### config.mk
export PLATFORM = sky130hd
export DESIGN_NAME = c8core_seq_flat
export DESIGN_NICKNAME = d
export VERILOG_FILES = /design/src/hw/rtl/chip8_instruction_core_assert.svh /design/src/hw/rtl/c8core_pkg.sv /design/src/hw/rtl/c8core_req_if.sv /design/src/hw/rtl/c8core_rsp_if.sv /design/src/hw/rtl/c8core_seq.sv /design/src/flat_wrapper.sv
export SDC_FILE = /design/constraint.sdc
export NUM_CORES = 1
export LEC_CHECK = 0
export BUFFER_PORTS_ARGS = -buffer_cell sky130_fd_sc_hd__buf_2
export CELL_PAD_IN_SITES_DETAIL_PLACEMENT = 1
export CELL_PAD_IN_SITES_GLOBAL_PLACEMENT = 1
export CORE_AREA = 5 5 287 289
export DETAILED_ROUTE_END_ITERATION = 8
export DIE_AREA = 0 0 292 294
export GPL_ROUTABILITY_DRIVEN = 0
export HOLD_SLACK_MARGIN = 0.15
export PLACE_DENSITY_LB_ADDON = 0.08
export RECOVER_POWER = 100
export SYNTH_ARGS = -nofsm -noshare
export SYNTH_HDL_FRONTEND = slang
export SYNTH_SLANG_ARGS = --single-unit
### constraint.sdc
create_clock -name clock -period 10.4 [get_ports clock]
set_input_delay 1.56 -clock clock [delete_from_list [all_inputs] [get_ports clock]]
set_output_delay 1.56 -clock clock [all_outputs]
set_load 0.1 [all_outputs]
### src/hw/rtl/chip8_instruction_core_assert.svh
// assertion macros for the chip8 instruction core
`ifndef CHIP8_INSTRUCTION_CORE_ASSERT_SVH
`define CHIP8_INSTRUCTION_CORE_ASSERT_SVH

// condition must never hold outside reset
`define C8_ASSERT_NEVER(lbl, cond) \
   lbl: assert property (@(posedge clock) disable iff (reset) !(cond)) \
      else $error("c8core: forbidden condition seen");

// antecedent in one cycle implies consequent in the next
`define C8_ASSERT_NEXT(lbl, ante, cons) \
   lbl: assert property (@(posedge clock) disable iff (reset) (ante) |=> (cons)) \
      else $error("c8core: expected follow-up missing");

`endif

### src/hw/rtl/c8core_pkg.sv
// shared constants, types and font table of the chip8 instruction core
`timescale 1ns / 1ps

package c8core_pkg;

   localparam int MEMORY_BYTES  = 4096;
   localparam int ADDR_W        = $clog2(MEMORY_BYTES);
   localparam int SCREEN_WIDTH  = 64;
   localparam int SCREEN_HEIGHT = 32;
   localparam int COL_W         = $clog2(SCREEN_WIDTH);
   localparam int ROW_W         = $clog2(SCREEN_HEIGHT);
   localparam int PIX_W         = COL_W + ROW_W;
   localparam int STACK_DEPTH   = 16;
   localparam int SP_W          = $clog2(STACK_DEPTH);
   localparam int FONT_BYTES    = 80;
   localparam int FONT_W        = $clog2(FONT_BYTES);

   localparam logic [ADDR_W-1:0] PC_RESET = ADDR_W'(12'h200);

   localparam logic [2:0] CMD_LOAD  = 3'd0;
   localparam logic [2:0] CMD_KEY   = 3'd1;
   localparam logic [2:0] CMD_EXEC  = 3'd2;
   localparam logic [2:0] CMD_TICK  = 3'd3;
   localparam logic [2:0] CMD_PIXEL = 3'd4;
   localparam logic [2:0] CMD_READ  = 3'd5;

   localparam logic [15:0] OP_CLS = 16'h00E0;
   localparam logic [15:0] OP_RET = 16'h00EE;

   localparam logic [7:0] KK_SKP   = 8'h9E;
   localparam logic [7:0] KK_SKNP  = 8'hA1;
   localparam logic [7:0] KK_LDDT  = 8'h07;
   localparam logic [7:0] KK_LDK   = 8'h0A;
   localparam logic [7:0] KK_SETDT = 8'h15;
   localparam logic [7:0] KK_SETST = 8'h18;
   localparam logic [7:0] KK_ADDI  = 8'h1E;
   localparam logic [7:0] KK_FONT  = 8'h29;
   localparam logic [7:0] KK_BCD   = 8'h33;
   localparam logic [7:0] KK_STORE = 8'h55;
   localparam logic [7:0] KK_LOAD  = 8'h65;

   typedef struct packed {
      logic              we;
      logic [ADDR_W-1:0] addr;
      logic [7:0]        wdata;
   } mem_req_type;

   typedef struct packed {
      logic                    we;
      logic [ROW_W-1:0]        row;
      logic [SCREEN_WIDTH-1:0] wdata;
   } fb_req_type;

   typedef struct packed {
      logic       we;
      logic [3:0] waddr;
      logic [7:0] wdata;
      logic [3:0] raddr;
   } vreg_req_type;

   typedef struct packed {
      logic mem_busy;
      logic fb_busy;
   } init_status_type;

   localparam logic [7:0] FONT_ROM [FONT_BYTES] = '{
      8'hF0,8'h90,8'h90,8'h90,8'hF0, 8'h20,8'h60,8'h20,8'h20,8'h70,
      8'hF0,8'h10,8'hF0,8'h80,8'hF0, 8'hF0,8'h10,8'hF0,8'h10,8'hF0,
      8'h90,8'h90,8'hF0,8'h10,8'h10, 8'hF0,8'h80,8'hF0,8'h10,8'hF0,
      8'hF0,8'h80,8'hF0,8'h90,8'hF0, 8'hF0,8'h10,8'h20,8'h40,8'h40,
      8'hF0,8'h90,8'hF0,8'h90,8'hF0, 8'hF0,8'h90,8'hF0,8'h10,8'hF0,
      8'hF0,8'h90,8'hF0,8'h90,8'h90, 8'hE0,8'h90,8'hE0,8'h90,8'hE0,
      8'hF0,8'h80,8'h80,8'h80,8'hF0, 8'hE0,8'h90,8'h90,8'h90,8'hE0,
      8'hF0,8'h80,8'hF0,8'h80,8'hF0, 8'hF0,8'h80,8'hF0,8'h80,8'h80
   };

   function automatic logic [7:0] font_byte(input logic [ADDR_W-1:0] a);
      logic [7:0] r;
      r = 8'h00;
      if (a < ADDR_W'(FONT_BYTES)) begin
         r = FONT_ROM[a[FONT_W-1:0]];
      end
      return r;
   endfunction

endpackage

### src/hw/rtl/c8core_req_if.sv
// command channel carrying one request word
`timescale 1ns / 1ps

interface c8core_req_if import c8core_pkg::*; ();
   logic              valid;
   logic              ready;
   logic [2:0]        command;
   logic [ADDR_W-1:0] address;
   logic [7:0]        data;
   logic [3:0]        key_index;
   logic              key_pressed;
   logic [7:0]        random_byte;
   logic [PIX_W-1:0]  pixel_index;

   modport source (output valid, command, address, data, key_index, key_pressed,
                   random_byte, pixel_index, input ready);
   modport sink (input valid, command, address, data, key_index, key_pressed,
                 random_byte, pixel_index, output ready);
endinterface

### src/hw/rtl/c8core_rsp_if.sv
// result channel carrying one response word
`timescale 1ns / 1ps

interface c8core_rsp_if import c8core_pkg::*; ();
   logic              valid;
   logic              ready;
   logic [ADDR_W-1:0] program_counter;
   logic [15:0]       opcode;
   logic              display_changed;
   logic              waiting_for_key;
   logic              sound_active;
   logic              pixel;
   logic [7:0]        memory_byte;
   logic              unknown_opcode;

   modport source (output valid, program_counter, opcode, display_changed,
                   waiting_for_key, sound_active, pixel, memory_byte, unknown_opcode,
                   input ready);
   modport sink (input valid, program_counter, opcode, display_changed,
                 waiting_for_key, sound_active, pixel, memory_byte, unknown_opcode,
                 output ready);
endinterface

### src/hw/rtl/c8core_seq.sv
// instruction sequencer: fetch, decode, execute and memory walks
`timescale 1ns / 1ps

module c8core_seq import c8core_pkg::*; (
   input  logic                    clock,
   input  logic                    reset,
   c8core_req_if.sink              req_chan,
   c8core_rsp_if.source            rsp_chan,
   input  init_status_type         init_status,
   output mem_req_type             mem_req,
   input  logic [7:0]              mem_rdata,
   output fb_req_type              fb_req,
   input  logic [SCREEN_WIDTH-1:0] fb_rdata,
   output vreg_req_type            vreg_req,
   input  logic [7:0]              vreg_rdata
);

   localparam logic [4:0] ST_IDLE   = 5'd0;
   localparam logic [4:0] ST_CMD    = 5'd1;
   localparam logic [4:0] ST_CAP    = 5'd2;
   localparam logic [4:0] ST_FETCH1 = 5'd3;
   localparam logic [4:0] ST_FETCH2 = 5'd4;
   localparam logic [4:0] ST_LATX   = 5'd5;
   localparam logic [4:0] ST_LATY   = 5'd6;
   localparam logic [4:0] ST_EXEC   = 5'd7;
   localparam logic [4:0] ST_WRF    = 5'd8;
   localparam logic [4:0] ST_CLR    = 5'd9;
   localparam logic [4:0] ST_DRD    = 5'd10;
   localparam logic [4:0] ST_DWR    = 5'd11;
   localparam logic [4:0] ST_BCD    = 5'd12;
   localparam logic [4:0] ST_SRD    = 5'd13;
   localparam logic [4:0] ST_SWR    = 5'd14;
   localparam logic [4:0] ST_LRD    = 5'd15;
   localparam logic [4:0] ST_LWR    = 5'd16;
   localparam logic [4:0] ST_DONE   = 5'd17;

   logic [4:0]              state_ff, state_in;
   logic [2:0]              cmd_ff, cmd_in;
   logic [ADDR_W-1:0]       addr_ff, addr_in;
   logic [7:0]              data_ff, data_in;
   logic [3:0]              key_idx_ff, key_idx_in;
   logic                    key_prs_ff, key_prs_in;
   logic [7:0]              rnd_ff, rnd_in;
   logic [PIX_W-1:0]        pix_idx_ff, pix_idx_in;
   logic [ADDR_W-1:0]       pc_ff, pc_in;
   logic [15:0]             i_ff, i_in;
   logic [SP_W-1:0]         sp_ff, sp_in;
   logic [ADDR_W-1:0]       stack_ff [STACK_DEPTH];
   logic [ADDR_W-1:0]       stack_in [STACK_DEPTH];
   logic [7:0]              delay_ff, delay_in;
   logic [7:0]              sound_ff, sound_in;
   logic [15:0]             keys_ff, keys_in;
   logic [7:0]              hi_ff, hi_in;
   logic [15:0]             op_ff, op_in;
   logic [7:0]              vx_ff, vx_in;
   logic [7:0]              vy_ff, vy_in;
   logic [ROW_W-1:0]        cnt_ff, cnt_in;
   logic                    flag_ff, flag_in;
   logic                    hit_ff, hit_in;
   logic [COL_W-1:0]        x0_ff, x0_in;
   logic [ROW_W-1:0]        y0_ff, y0_in;
   logic [3:0]              bcd_ff [3];
   logic [3:0]              bcd_in [3];
   logic                    drew_ff, drew_in;
   logic                    wait_ff, wait_in;
   logic                    unk_ff, unk_in;
   logic                    pix_ff, pix_in;
   logic [7:0]              mbyte_ff, mbyte_in;
   logic                    rsp_valid_ff, rsp_valid_in;
   logic [ADDR_W-1:0]       rsp_pc_ff, rsp_pc_in;
   logic [15:0]             rsp_op_ff, rsp_op_in;
   logic                    rsp_drew_ff, rsp_drew_in;
   logic                    rsp_wait_ff, rsp_wait_in;
   logic                    rsp_sound_ff, rsp_sound_in;
   logic                    rsp_pix_ff, rsp_pix_in;
   logic [7:0]              rsp_mbyte_ff, rsp_mbyte_in;
   logic                    rsp_unk_ff, rsp_unk_in;

   logic                    req_ready;
   logic [3:0]              op_x, op_n;
   logic [7:0]              op_kk;
   logic [ADDR_W-1:0]       op_nnn;
   logic [ADDR_W-1:0]       pc_plus2, pc_plus4;
   logic [SP_W-1:0]         sp_inc, sp_dec;
   logic [8:0]              sum9;
   logic [3:0]              key_hi;
   logic [1:0]              hund;
   logic [7:0]              rem100;
   logic [14:0]             tens_prod;
   logic [3:0]              tens;
   logic [7:0]              sprite_rev;
   logic [SCREEN_WIDTH-1:0] sprite_wide, sprite_rot;
   logic                    hit_now;
   logic [ADDR_W-1:0]       i_walk;

   assign req_ready      = (state_ff == ST_IDLE) && !init_status.mem_busy
                           && !init_status.fb_busy;
   assign req_chan.ready = req_ready;

   assign rsp_chan.valid           = rsp_valid_ff;
   assign rsp_chan.program_counter = rsp_pc_ff;
   assign rsp_chan.opcode          = rsp_op_ff;
   assign rsp_chan.display_changed = rsp_drew_ff;
   assign rsp_chan.waiting_for_key = rsp_wait_ff;
   assign rsp_chan.sound_active    = rsp_sound_ff;
   assign rsp_chan.pixel           = rsp_pix_ff;
   assign rsp_chan.memory_byte     = rsp_mbyte_ff;
   assign rsp_chan.unknown_opcode  = rsp_unk_ff;

   assign op_x   = op_ff[11:8];
   assign op_n   = op_ff[3:0];
   assign op_kk  = op_ff[7:0];
   assign op_nnn = op_ff[ADDR_W-1:0];

   assign pc_plus2 = pc_ff + ADDR_W'(2);
   assign pc_plus4 = pc_ff + ADDR_W'(4);
   assign sp_inc   = (sp_ff == SP_W'(STACK_DEPTH - 1)) ? '0 : sp_ff + 1'b1;
   assign sp_dec   = (sp_ff == '0) ? SP_W'(STACK_DEPTH - 1) : sp_ff - 1'b1;
   assign sum9     = {1'b0, vx_ff} + {1'b0, vy_ff};
   assign i_walk   = i_ff[ADDR_W-1:0] + ADDR_W'(cnt_ff);

   // decimal digits: compare for hundreds, reciprocal multiply for tens
   assign hund      = (vx_ff >= 8'd200) ? 2'd2 : (vx_ff >= 8'd100) ? 2'd1 : 2'd0;
   assign rem100    = vx_ff - 8'(hund * 7'd100);
   assign tens_prod = rem100[6:0] * 8'd205;
   assign tens      = tens_prod[14:11];

   // sprite byte msb lands on column x0, wrapping around the row
   always_comb begin
      for (int b = 0; b < 8; b++) begin
         sprite_rev[b] = mem_rdata[7 - b];
      end
   end
   assign sprite_wide = {{(SCREEN_WIDTH - 8){1'b0}}, sprite_rev};
   assign sprite_rot  = (sprite_wide << x0_ff)
                        | (sprite_wide >> (7'(SCREEN_WIDTH) - {1'b0, x0_ff}));
   assign hit_now     = |(sprite_rot & fb_rdata);

   // highest pressed key wins
   always_comb begin
      key_hi = 4'h0;
      for (int k = 0; k < 16; k++) begin
         if (keys_ff[k]) begin
            key_hi = 4'(k);
         end
      end
   end

   always_comb begin
      state_in   = state_ff;
      cmd_in     = cmd_ff;
      addr_in    = addr_ff;
      data_in    = data_ff;
      key_idx_in = key_idx_ff;
      key_prs_in = key_prs_ff;
      rnd_in     = rnd_ff;
      pix_idx_in = pix_idx_ff;
      pc_in      = pc_ff;
      i_in       = i_ff;
      sp_in      = sp_ff;
      stack_in   = stack_ff;
      delay_in   = delay_ff;
      sound_in   = sound_ff;
      keys_in    = keys_ff;
      hi_in      = hi_ff;
      op_in      = op_ff;
      vx_in      = vx_ff;
      vy_in      = vy_ff;
      cnt_in     = cnt_ff;
      flag_in    = flag_ff;
      hit_in     = hit_ff;
      x0_in      = x0_ff;
      y0_in      = y0_ff;
      bcd_in     = bcd_ff;
      drew_in    = drew_ff;
      wait_in    = wait_ff;
      unk_in     = unk_ff;
      pix_in     = pix_ff;
      mbyte_in   = mbyte_ff;

      rsp_valid_in = rsp_valid_ff && !rsp_chan.ready;
      rsp_pc_in    = rsp_pc_ff;
      rsp_op_in    = rsp_op_ff;
      rsp_drew_in  = rsp_drew_ff;
      rsp_wait_in  = rsp_wait_ff;
      rsp_sound_in = rsp_sound_ff;
      rsp_pix_in   = rsp_pix_ff;
      rsp_mbyte_in = rsp_mbyte_ff;
      rsp_unk_in   = rsp_unk_ff;

      mem_req  = '0;
      fb_req   = '0;
      vreg_req = '0;

      case (state_ff)
         ST_IDLE: begin
            if (req_chan.valid && req_ready) begin
               cmd_in     = req_chan.command;
               addr_in    = req_chan.address;
               data_in    = req_chan.data;
               key_idx_in = req_chan.key_index;
               key_prs_in = req_chan.key_pressed;
               rnd_in     = req_chan.random_byte;
               pix_idx_in = req_chan.pixel_index;
               drew_in    = 1'b0;
               wait_in    = 1'b0;
               unk_in     = 1'b0;
               pix_in     = 1'b0;
               mbyte_in   = 8'h00;
               state_in   = ST_CMD;
            end
         end
         ST_CMD: begin
            state_in = ST_DONE;
            case (cmd_ff)
               CMD_LOAD: begin
                  mem_req.we    = 1'b1;
                  mem_req.addr  = addr_ff;
                  mem_req.wdata = data_ff;
               end
               CMD_KEY: begin
                  keys_in[key_idx_ff] = key_prs_ff;
               end
               CMD_EXEC: begin
                  mem_req.addr = pc_ff;
                  state_in     = ST_FETCH1;
               end
               CMD_TICK: begin
                  if (delay_ff != 8'h00) delay_in = delay_ff - 1'b1;
                  if (sound_ff != 8'h00) sound_in = sound_ff - 1'b1;
               end
               CMD_PIXEL: begin
                  fb_req.row = pix_idx_ff[PIX_W-1:COL_W];
                  state_in   = ST_CAP;
               end
               CMD_READ: begin
                  mem_req.addr = addr_ff;
                  state_in     = ST_CAP;
               end
               default: begin
                  state_in = ST_DONE;
               end
            endcase
         end
         ST_CAP: begin
            if (cmd_ff == CMD_PIXEL) begin
               pix_in = fb_rdata[pix_idx_ff[COL_W-1:0]];
            end else begin
               mbyte_in = mem_rdata;
            end
            state_in = ST_DONE;
         end
         ST_FETCH1: begin
            hi_in        = mem_rdata;
            mem_req.addr = pc_ff + 1'b1;
            state_in     = ST_FETCH2;
         end
         ST_FETCH2: begin
            op_in = {hi_ff, mem_rdata};
            // Bnnn needs V0 in place of Vx
            vreg_req.raddr = (hi_ff[7:4] == 4'hB) ? 4'h0 : hi_ff[3:0];
            state_in       = ST_LATX;
         end
         ST_LATX: begin
            vx_in          = vreg_rdata;
            vreg_req.raddr = op_ff[7:4];
            state_in       = ST_LATY;
         end
         ST_LATY: begin
            vy_in    = vreg_rdata;
            state_in = ST_EXEC;
         end
         ST_EXEC: begin
            state_in       = ST_DONE;
            pc_in          = pc_plus2;
            vreg_req.waddr = op_x;
            case (op_ff[15:12])
               4'h0: begin
                  if (op_ff == OP_CLS) begin
                     drew_in  = 1'b1;
                     cnt_in   = '0;
                     state_in = ST_CLR;
                  end else if (op_ff == OP_RET) begin
                     sp_in = sp_dec;
                     pc_in = stack_ff[sp_dec] + ADDR_W'(2);
                  end else begin
                     unk_in = 1'b1;
                  end
               end
               4'h1: pc_in = op_nnn;
               4'h2: begin
                  stack_in[sp_ff] = pc_ff;
                  sp_in           = sp_inc;
                  pc_in           = op_nnn;
               end
               4'h3: if (vx_ff == op_kk) pc_in = pc_plus4;
               4'h4: if (vx_ff != op_kk) pc_in = pc_plus4;
               4'h5: begin
                  if (op_n != 4'h0) unk_in = 1'b1;
                  else if (vx_ff == vy_ff) pc_in = pc_plus4;
               end
               4'h6: begin
                  vreg_req.we    = 1'b1;
                  vreg_req.wdata = op_kk;
               end
               4'h7: begin
                  vreg_req.we    = 1'b1;
                  vreg_req.wdata = vx_ff + op_kk;
               end
               4'h8: begin
                  vreg_req.we = 1'b1;
                  case (op_n)
                     4'h0: vreg_req.wdata = vy_ff;
                     4'h1: vreg_req.wdata = vx_ff | vy_ff;
                     4'h2: vreg_req.wdata = vx_ff & vy_ff;
                     4'h3: vreg_req.wdata = vx_ff ^ vy_ff;
                     4'h4: begin
                        vreg_req.wdata = sum9[7:0];
                        flag_in        = sum9[8];
                        state_in       = ST_WRF;
                     end
                     4'h5: begin
                        vreg_req.wdata = vx_ff - vy_ff;
                        flag_in        = (vx_ff >= vy_ff);
                        state_in       = ST_WRF;
                     end
                     4'h6: begin
                        vreg_req.wdata = {1'b0, vx_ff[7:1]};
                        flag_in        = vx_ff[0];
                        state_in       = ST_WRF;
                     end
                     4'h7: begin
                        vreg_req.wdata = vy_ff - vx_ff;
                        flag_in        = (vy_ff >= vx_ff);
                        state_in       = ST_WRF;
                     end
                     4'hE: begin
                        vreg_req.wdata = {vx_ff[6:0], 1'b0};
                        flag_in        = vx_ff[7];
                        state_in       = ST_WRF;
                     end
                     default: begin
                        vreg_req.we = 1'b0;
                        unk_in      = 1'b1;
                     end
                  endcase
               end
               4'h9: begin
                  if (op_n != 4'h0) unk_in = 1'b1;
                  else if (vx_ff != vy_ff) pc_in = pc_plus4;
               end
               4'hA: i_in = 16'(op_nnn);
               4'hB: pc_in = ADDR_W'(vx_ff) + op_nnn;
               4'hC: begin
                  vreg_req.we    = 1'b1;
                  vreg_req.wdata = rnd_ff & op_kk;
               end
               4'hD: begin
                  x0_in   = vx_ff[COL_W-1:0];
                  y0_in   = vy_ff[ROW_W-1:0];
                  cnt_in  = '0;
                  hit_in  = 1'b0;
                  flag_in = 1'b0;
                  if (op_n == 4'h0) begin
                     state_in = ST_WRF;
                  end else begin
                     drew_in  = 1'b1;
                     state_in = ST_DRD;
                  end
               end
               4'hE: begin
                  if (op_kk == KK_SKP) begin
                     if (keys_ff[vx_ff[3:0]]) pc_in = pc_plus4;
                  end else if (op_kk == KK_SKNP) begin
                     if (!keys_ff[vx_ff[3:0]]) pc_in = pc_plus4;
                  end else begin
                     unk_in = 1'b1;
                  end
               end
               default: begin
                  case (op_kk)
                     KK_LDDT: begin
                        vreg_req.we    = 1'b1;
                        vreg_req.wdata = delay_ff;
                     end
                     KK_LDK: begin
                        if (keys_ff != 16'h0000) begin
                           vreg_req.we    = 1'b1;
                           vreg_req.wdata = {4'h0, key_hi};
                        end else begin
                           wait_in = 1'b1;
                           pc_in   = pc_ff;
                        end
                     end
                     KK_SETDT: delay_in = vx_ff;
                     KK_SETST: sound_in = vx_ff;
                     KK_ADDI:  i_in = i_ff + 16'(vx_ff);
                     KK_FONT:  i_in = 16'({vx_ff[3:0], 2'b00}) + 16'(vx_ff[3:0]);
                     KK_BCD: begin
                        bcd_in[0] = {2'b00, hund};
                        bcd_in[1] = tens;
                        bcd_in[2] = 4'(rem100 - 8'({tens, 3'b000}) - 8'({tens, 1'b0}));
                        cnt_in    = '0;
                        state_in  = ST_BCD;
                     end
                     KK_STORE: begin
                        cnt_in   = '0;
                        state_in = ST_SRD;
                     end
                     KK_LOAD: begin
                        cnt_in   = '0;
                        state_in = ST_LRD;
                     end
                     default: unk_in = 1'b1;
                  endcase
               end
            endcase
         end
         ST_WRF: begin
            vreg_req.we    = 1'b1;
            vreg_req.waddr = 4'hF;
            vreg_req.wdata = {7'b0, flag_ff};
            state_in       = ST_DONE;
         end
         ST_CLR: begin
            fb_req.we  = 1'b1;
            fb_req.row = cnt_ff;
            cnt_in     = cnt_ff + 1'b1;
            if (cnt_ff == ROW_W'(SCREEN_HEIGHT - 1)) state_in = ST_DONE;
         end
         ST_DRD: begin
            mem_req.addr = i_walk;
            fb_req.row   = y0_ff + cnt_ff;
            state_in     = ST_DWR;
         end
         ST_DWR: begin
            fb_req.we    = 1'b1;
            fb_req.row   = y0_ff + cnt_ff;
            fb_req.wdata = fb_rdata ^ sprite_rot;
            hit_in       = hit_ff | hit_now;
            cnt_in       = cnt_ff + 1'b1;
            if ((cnt_ff + 1'b1) == ROW_W'(op_n)) begin
               flag_in  = hit_ff | hit_now;
               state_in = ST_WRF;
            end else begin
               state_in = ST_DRD;
            end
         end
         ST_BCD: begin
            mem_req.we    = 1'b1;
            mem_req.addr  = i_walk;
            mem_req.wdata = {4'h0, bcd_ff[cnt_ff[1:0]]};
            cnt_in        = cnt_ff + 1'b1;
            if (cnt_ff == ROW_W'(2)) state_in = ST_DONE;
         end
         ST_SRD: begin
            vreg_req.raddr = cnt_ff[3:0];
            state_in       = ST_SWR;
         end
         ST_SWR: begin
            mem_req.we    = 1'b1;
            mem_req.addr  = i_walk;
            mem_req.wdata = vreg_rdata;
            cnt_in        = cnt_ff + 1'b1;
            state_in      = (cnt_ff[3:0] == op_x) ? ST_DONE : ST_SRD;
         end
         ST_LRD: begin
            mem_req.addr = i_walk;
            state_in     = ST_LWR;
         end
         ST_LWR: begin
            vreg_req.we    = 1'b1;
            vreg_req.waddr = cnt_ff[3:0];
            vreg_req.wdata = mem_rdata;
            cnt_in         = cnt_ff + 1'b1;
            state_in       = (cnt_ff[3:0] == op_x) ? ST_DONE : ST_LRD;
         end
         ST_DONE: begin
            // result register frees when empty or taken this cycle
            if (!rsp_valid_ff || rsp_chan.ready) begin
               rsp_valid_in = 1'b1;
               rsp_pc_in    = pc_ff;
               rsp_op_in    = (cmd_ff == CMD_EXEC) ? op_ff : 16'h0000;
               rsp_drew_in  = drew_ff;
               rsp_wait_in  = wait_ff;
               rsp_sound_in = (sound_ff != 8'h00);
               rsp_pix_in   = pix_ff;
               rsp_mbyte_in = mbyte_ff;
               rsp_unk_in   = unk_ff;
               state_in     = ST_IDLE;
            end
         end
         default: begin
            state_in = ST_IDLE;
         end
      endcase
   end

   always_ff @(posedge clock) begin
      if (reset) begin
         state_ff     <= ST_IDLE;
         pc_ff        <= PC_RESET;
         i_ff         <= '0;
         sp_ff        <= '0;
         delay_ff     <= '0;
         sound_ff     <= '0;
         keys_ff      <= '0;
         rsp_valid_ff <= 1'b0;
         for (int s = 0; s < STACK_DEPTH; s++) begin
            stack_ff[s] <= '0;
         end
      end else begin
         state_ff     <= state_in;
         pc_ff        <= pc_in;
         i_ff         <= i_in;
         sp_ff        <= sp_in;
         delay_ff     <= delay_in;
         sound_ff     <= sound_in;
         keys_ff      <= keys_in;
         rsp_valid_ff <= rsp_valid_in;
         stack_ff     <= stack_in;
      end
   end

   always_ff @(posedge clock) begin
      cmd_ff       <= cmd_in;
      addr_ff      <= addr_in;
      data_ff      <= data_in;
      key_idx_ff   <= key_idx_in;
      key_prs_ff   <= key_prs_in;
      rnd_ff       <= rnd_in;
      pix_idx_ff   <= pix_idx_in;
      hi_ff        <= hi_in;
      op_ff        <= op_in;
      vx_ff        <= vx_in;
      vy_ff        <= vy_in;
      cnt_ff       <= cnt_in;
      flag_ff      <= flag_in;
      hit_ff       <= hit_in;
      x0_ff        <= x0_in;
      y0_ff        <= y0_in;
      bcd_ff       <= bcd_in;
      drew_ff      <= drew_in;
      wait_ff      <= wait_in;
      unk_ff       <= unk_in;
      pix_ff       <= pix_in;
      mbyte_ff     <= mbyte_in;
      rsp_pc_ff    <= rsp_pc_in;
      rsp_op_ff    <= rsp_op_in;
      rsp_drew_ff  <= rsp_drew_in;
      rsp_wait_ff  <= rsp_wait_in;
      rsp_sound_ff <= rsp_sound_in;
      rsp_pix_ff   <= rsp_pix_in;
      rsp_mbyte_ff <= rsp_mbyte_in;
      rsp_unk_ff   <= rsp_unk_in;
   end

endmodule

### src/flat_wrapper.sv
// flat-port wrapper written by rule: the top's interface ports become plain ports
module c8core_seq_flat import c8core_pkg::*;
  (clock, reset, init_status, mem_req, mem_rdata, fb_req, fb_rdata, vreg_req, vreg_rdata, req_chan_valid, req_chan_command, req_chan_address, req_chan_data, req_chan_key_index, req_chan_key_pressed, req_chan_random_byte, req_chan_pixel_index, req_chan_ready, rsp_chan_valid, rsp_chan_program_counter, rsp_chan_opcode, rsp_chan_display_changed, rsp_chan_waiting_for_key, rsp_chan_sound_active, rsp_chan_pixel, rsp_chan_memory_byte, rsp_chan_unknown_opcode, rsp_chan_ready);
  c8core_req_if req_chan_i ();
  c8core_rsp_if rsp_chan_i ();
  input  logic clock;
  input  logic reset;
  input  init_status_type init_status;
  output mem_req_type mem_req;
  input  logic [7:0] mem_rdata;
  output fb_req_type fb_req;
  input  logic [SCREEN_WIDTH-1:0] fb_rdata;
  output vreg_req_type vreg_req;
  input  logic [7:0] vreg_rdata;
  input wire logic [$bits(req_chan_i.valid)-1:0] req_chan_valid;
  input wire logic [$bits(req_chan_i.command)-1:0] req_chan_command;
  input wire logic [$bits(req_chan_i.address)-1:0] req_chan_address;
  input wire logic [$bits(req_chan_i.data)-1:0] req_chan_data;
  input wire logic [$bits(req_chan_i.key_index)-1:0] req_chan_key_index;
  input wire logic [$bits(req_chan_i.key_pressed)-1:0] req_chan_key_pressed;
  input wire logic [$bits(req_chan_i.random_byte)-1:0] req_chan_random_byte;
  input wire logic [$bits(req_chan_i.pixel_index)-1:0] req_chan_pixel_index;
  output wire logic [$bits(req_chan_i.ready)-1:0] req_chan_ready;
  output wire logic [$bits(rsp_chan_i.valid)-1:0] rsp_chan_valid;
  output wire logic [$bits(rsp_chan_i.program_counter)-1:0] rsp_chan_program_counter;
  output wire logic [$bits(rsp_chan_i.opcode)-1:0] rsp_chan_opcode;
  output wire logic [$bits(rsp_chan_i.display_changed)-1:0] rsp_chan_display_changed;
  output wire logic [$bits(rsp_chan_i.waiting_for_key)-1:0] rsp_chan_waiting_for_key;
  output wire logic [$bits(rsp_chan_i.sound_active)-1:0] rsp_chan_sound_active;
  output wire logic [$bits(rsp_chan_i.pixel)-1:0] rsp_chan_pixel;
  output wire logic [$bits(rsp_chan_i.memory_byte)-1:0] rsp_chan_memory_byte;
  output wire logic [$bits(rsp_chan_i.unknown_opcode)-1:0] rsp_chan_unknown_opcode;
  input wire logic [$bits(rsp_chan_i.ready)-1:0] rsp_chan_ready;
  assign req_chan_i.valid = req_chan_valid;
  assign req_chan_i.command = req_chan_command;
  assign req_chan_i.address = req_chan_address;
  assign req_chan_i.data = req_chan_data;
  assign req_chan_i.key_index = req_chan_key_index;
  assign req_chan_i.key_pressed = req_chan_key_pressed;
  assign req_chan_i.random_byte = req_chan_random_byte;
  assign req_chan_i.pixel_index = req_chan_pixel_index;
  assign req_chan_ready = req_chan_i.ready;
  assign rsp_chan_valid = rsp_chan_i.valid;
  assign rsp_chan_program_counter = rsp_chan_i.program_counter;
  assign rsp_chan_opcode = rsp_chan_i.opcode;
  assign rsp_chan_display_changed = rsp_chan_i.display_changed;
  assign rsp_chan_waiting_for_key = rsp_chan_i.waiting_for_key;
  assign rsp_chan_sound_active = rsp_chan_i.sound_active;
  assign rsp_chan_pixel = rsp_chan_i.pixel;
  assign rsp_chan_memory_byte = rsp_chan_i.memory_byte;
  assign rsp_chan_unknown_opcode = rsp_chan_i.unknown_opcode;
  assign rsp_chan_i.ready = rsp_chan_ready;
  c8core_seq u_core (.clock(clock), .reset(reset), .req_chan(req_chan_i), .rsp_chan(rsp_chan_i), .init_status(init_status), .mem_req(mem_req), .mem_rdata(mem_rdata), .fb_req(fb_req), .fb_rdata(fb_rdata), .vreg_req(vreg_req), .vreg_rdata(vreg_rdata));
endmodule
Yosys cells after proc, flatten, opt, wreduce, memory -nomap -nowiden
Cells that the tools add are included.

Register bits after elaboration: 430. Output and inout bits: 151.

Shift operators: 2. Multiply operators: 2. Multiplexer cells: 135. Order comparisons: 12. Equality and inequality tests: 101. Add/sub/neg operators: 22. Bitwise gates (word level): 13. Reductions and logical operators: 70.

Operator list (number): $mux 12 (17); $bwmux 192 (1); $pmux 12 s9 (1); $mux 8 (11); $pmux 5 s17 (1); $pmux 8 s9 (1); $and 64x64->64 (1); $mux 4 (16); $mux 64 (1); $or 64x64->64 (1); $pmux 16 s2 (2); $pmux 8 s2 (4); $reduce_or 64->1 (1); $shl 8x6->64 (1); $shr 8x7->64 (1); $xor 64x64->64 (1); $mux 5 (11); $bmux 12 s4 (1); $demux 12 s4 (1); $pmux 5 s3 (3); $eq 4x4->1 const B (10); $eq 5x4->1 const B (8); $pmux 8 s5 (1); $pmux 13 s3 (1); 112 further kinds (260).

Longest topological paths before layout
Word-level depth: 19. Mapped depth: 30. Mapped depth without buffers: 29.

Worst setup path after synthesis
OpenSTA, ideal clock, no wires.

Path type: reg2out. Start point: reg u_core.vx_ff[1]. End point: out vreg_req[11] (netlist name). Slack: 3771 ps. Stages on the path, launching flop included: 13. Arrival time: 5069 ps. Required time: 8840 ps. Cell sequence: edfxtp_1 -> clkbuf_1 -> inv_1 -> ha_1 -> o21bai_1 -> a21oi_1 -> o21bai_1 -> a21o_1 -> a221o_1 -> o221a_2 -> mux2i_1 -> a21oi_1 -> o21ai_0.

RTL lines: start, declared (line c8core_seq.sv:55) `logic [7:0] vx_ff, vx_in;`; start signal, assigned (line c8core_seq.sv:535) `vx_ff <= vx_in;`; end, declared (line flat_wrapper.sv:13) `output vreg_req_type vreg_req;`.

Final worst setup path
Start point: in reset. End point: reg u_core.stack_ff[12] (netlist name).

RTL lines: start, declared (line flat_wrapper.sv:7) `input logic reset;`; end signal, assigned (line c8core_seq.sv:521) `stack_ff <= stack_in;`; end, declared (line c8core_seq.sv:48) `logic [ADDR_W-1:0] stack_ff [STACK_DEPTH];`.

No word-level cell between the ends.

==> out/qor.csv <==
stage,metric,value,unit
worst_setup_path,register-to-register path setup slack,3.41,ns
place,DP Area,29800,sq um
worst_setup_path,r2r endpoint,u_core.bcd_ff[3],
synthesis,Avg Inst Size Synth,8.67,sq um
floorplanning,core area,79600,sq um
finish,share of cells above drive strength 1,9.78,%
power,Worst VDD drop,0.128,mV
place,DP HPWL,83000,microns
drt,Detail Route Antenna Nets,0,
worst_setup_path,crit end category,flip-flop,
hold_path,worst hold start,u_core.mbyte_ff[2],
power,PD cells,134,nW/um^2
drt,Total Wirelength,114000,microns
finish,NumNets Final,3658,
clock_network,CTS tree,yes,
finish,Final Cell Area,31300,sq um
timing,period utilisation layout,78.1,%
drt,Detailed Routing Iterations Pass 1,5,
timing,Final Hold Viols,0,
drt,vias post-DR,25800,
grt,GRT Residual Overflow,0,
finish,Multi-input gate area,16200,sq um
finish,fin util,39.2,%
finish,Final Instance Count excl. Fillers,4436,
grt,largest net degree at the start of global routing,115,
timing,Slew headroom,-292,%
finish,Area Overhead vs Synth,13.2,%
clock_network,PostCTS Resize Cnt,0,
power,Lkg Pwr,11.5,nW
finish,FILL cells,9508,
worst_setup_path,reg-to-reg startpoint,u_core.vx_ff[3],
synthesis,fraction of registers with async set or reset after synthesis,0,%
grt,vias in the first global route,26900,
synthesis,Seq cells post-synth,426,
synthesis,yosys warns,0,
worst_setup_path,critical path arrival,8.49,ns
worst_setup_path,CP Launch Type,primary input,
synthesis,Post-Syn Nets,3512,
timing,final worst path period need,8.12,ns
synthesis,Post-synth EDFFs,168,
timing,fmax,0.123,GHz
synthesis,Cell variety after synth,84,
worst_setup_path,Worst Path Required,10.77,ns
floorplanning,chip width,292,microns
finish,Seq. cell area,10200,sq um
hold_path,worst min path class,flip-flop to flip-flop,
drt,WL/cell,25.8,microns
timing,Slew @ Worst Pin,5.88,ns
clock_network,Root Driver,clkbuf_16,
timing,setup tns final,0,ns
floorplanning,die area,85800,sq um
synthesis,Mapped Area,27600,sq um
finish,most frequent cells in the layout,"nand2_1, a21oi_1, dfxtp_1, nor2_1, clkbuf_1",
hold_path,hold depth,0,
clock_network,clock-pin slew on the worst setup and hold paths,0.06,ns
clock_network,Max clock buf depth,3,
floorplanning,initial core utilization,34.7,%
timing,worst clock skew,0.0856,ns
timing,RSZ-0062 raised after global routing,false,
place,Inst Count DP,4332,
synthesis,Cells after Synth,3182,
clock_network,Post-CTS Hold Fix Bufs,0,
worst_setup_path,FF-to-FF path depth,27,
status,failing checks,"max-capacitance violations, max-slew violations",
drt,vias per cell,5.82,
grt,antenna violations before repair,5,
clock_network,CTS Buf Count,54,
job,total of max-cap violations,18,
synthesis,Synth Flop Type,dfxtp_1,
floorplanning,die height,294,microns
hold_path,Min-Delay Endpoint,u_core.rsp_chan.memory_byte[2],
floorplanning,IO Pins,284,
place,Port Buf Inserts,283,
status,status,"finished, violations left",
grt,first-pass GRT wire length,170000,microns
synthesis,"Seq/Total Area, Yosys",37.0,%
drt,DR iter-0 viols,1809,
worst_setup_path,kind of critical path,primary input to flip-flop,
clock_network,H-tree depth,2,
clock_network,later-pin clock latency in the skew report,0.66,ns
drt,residual DRC count,0,
finish,"commonest non-fill, non-tap cell in the layout",nand2_1,
timing,fin. max-slew vios,702,
worst_setup_path,Crit Path Max Fanout,114,
clock_network,CTS sink count,426,
grt,Total GRT Usage,25.6,%
timing,# setup viols final,0,
clock_network,Post-CTS Setup Bufs,0,
floorplanning,# rows,104,
==> worst max-delay path, stage by stage <==
cell and delay, ns:
clkbuf_1 4.03, clkbuf_1 2.73, a21oi_1 0.07
==> final cells by class <==
class / count / area share, %
tap: 1060 / 4.24
antenna: 2 / 0.0160
inverter: 83 / 0.997
timing repair buffer: 332 / 4.70
multi-input combinational: 2431 / 51.7
clock buffer: 77 / 4.86
clock inverter: 25 / 0.781
sequential: 426 / 32.7
==> Yosys cell counts (all sizes together) (21+ instances only) <==
cell type	n	share of area, %
o22ai	25	0.57
a21oi	357	6.5
dfxtp	258	19
nor2	250	3.4
nor4	29	0.66
a31oi	22	0.50
clkbuf	204	2.8
xnor2	50	1.6
nand2b	23	0.52
xor2	27	0.86
nor3	47	0.85
nand3	86	1.6
and2	43	0.97
o21ai	143	2.6
buf	38	0.74
nand2	529	7.2
and3	78	1.8
a22oi	42	1.1
inv	82	1.1
mux2i	47	1.7
ha	180	8.2
mux4	72	5.9
edfxtp	168	18
nor2b	40	0.91
nand4	21	0.52
a211oi	26	0.71
==> cell families after synthesis <==
logic type	share of synthesized area (%)
muxes	7.66
adders and majority gates	9.39
and+or+nand+nor	20.2
buffers and inverters	4.64
DFF	37.0
xor gates and xnor gates	2.53
AOI/OAI and AO/OA	18.5
==> how the worst max path moves through the flow <==
| stage | from | to | cells past startpoint |
|---|---|---|---|
| 6_report | reset | u_core.stack_ff[12] | 3 |
| 5_1_grt | reset | u_core.stack_ff[101] | 3 |
| 4_1_cts | u_core.vx_ff[3] | u_core.bcd_ff[3] | 27 |
| 2_1_floorplan | u_core.vx_ff[1] | vreg_req[11] | 12 |
| 3_3_place_gp | u_core.vx_ff[3] | u_core.bcd_ff[3] | 27 |
| 3_5_place_dp | u_core.vx_ff[3] | u_core.bcd_ff[3] | 27 |
==> stage by stage <==
| stage | setup slack (ns) | power [mW] | hold WS [ns] |
|---|---|---|---|
| 2_1_floorplan | 3.77 | 2.18 | 0.400 |
| 3_3_place_gp | 3.67 | 2.36 | 0.404 |
| 3_5_place_dp | 3.44 | 2.37 | 0.409 |
| 4_1_cts | 3.38 | 4.25 | 0.415 |
| 5_1_grt | 1.59 | 4.36 | 0.423 |
| 6_report | 2.28 | 4.20 | 0.414 |
==> flip-flops by register name, summed over array words and instances, names as in the netlist, 10 cells and up <==
register	count
u_core.stack_ff	192
u_core.keys_ff	16
u_core.op_ff	16
u_core.rsp_chan.opcode	16
u_core.addr_ff	12
u_core.i_ff	12
u_core.pc_ff	12
u_core.rsp_chan.program_counter	12
u_core.pix_idx_ff	11
u_core.bcd_ff	10
==> power breakdown <==
group,internal [mW],switching (mW)
Sequential,1.77,0.0459
Clock,1.05,0.808
Combinational,0.157,0.361
Total,2.98,1.21
==> layer usage <==
layer	part of all wire, %	GRT usage (%)
met1	43	33.6
met2	46	42.1
met3	6.0	4.26
met4	4.7	10.9
met5	0	0
Power figures use the tool's default switching activity.
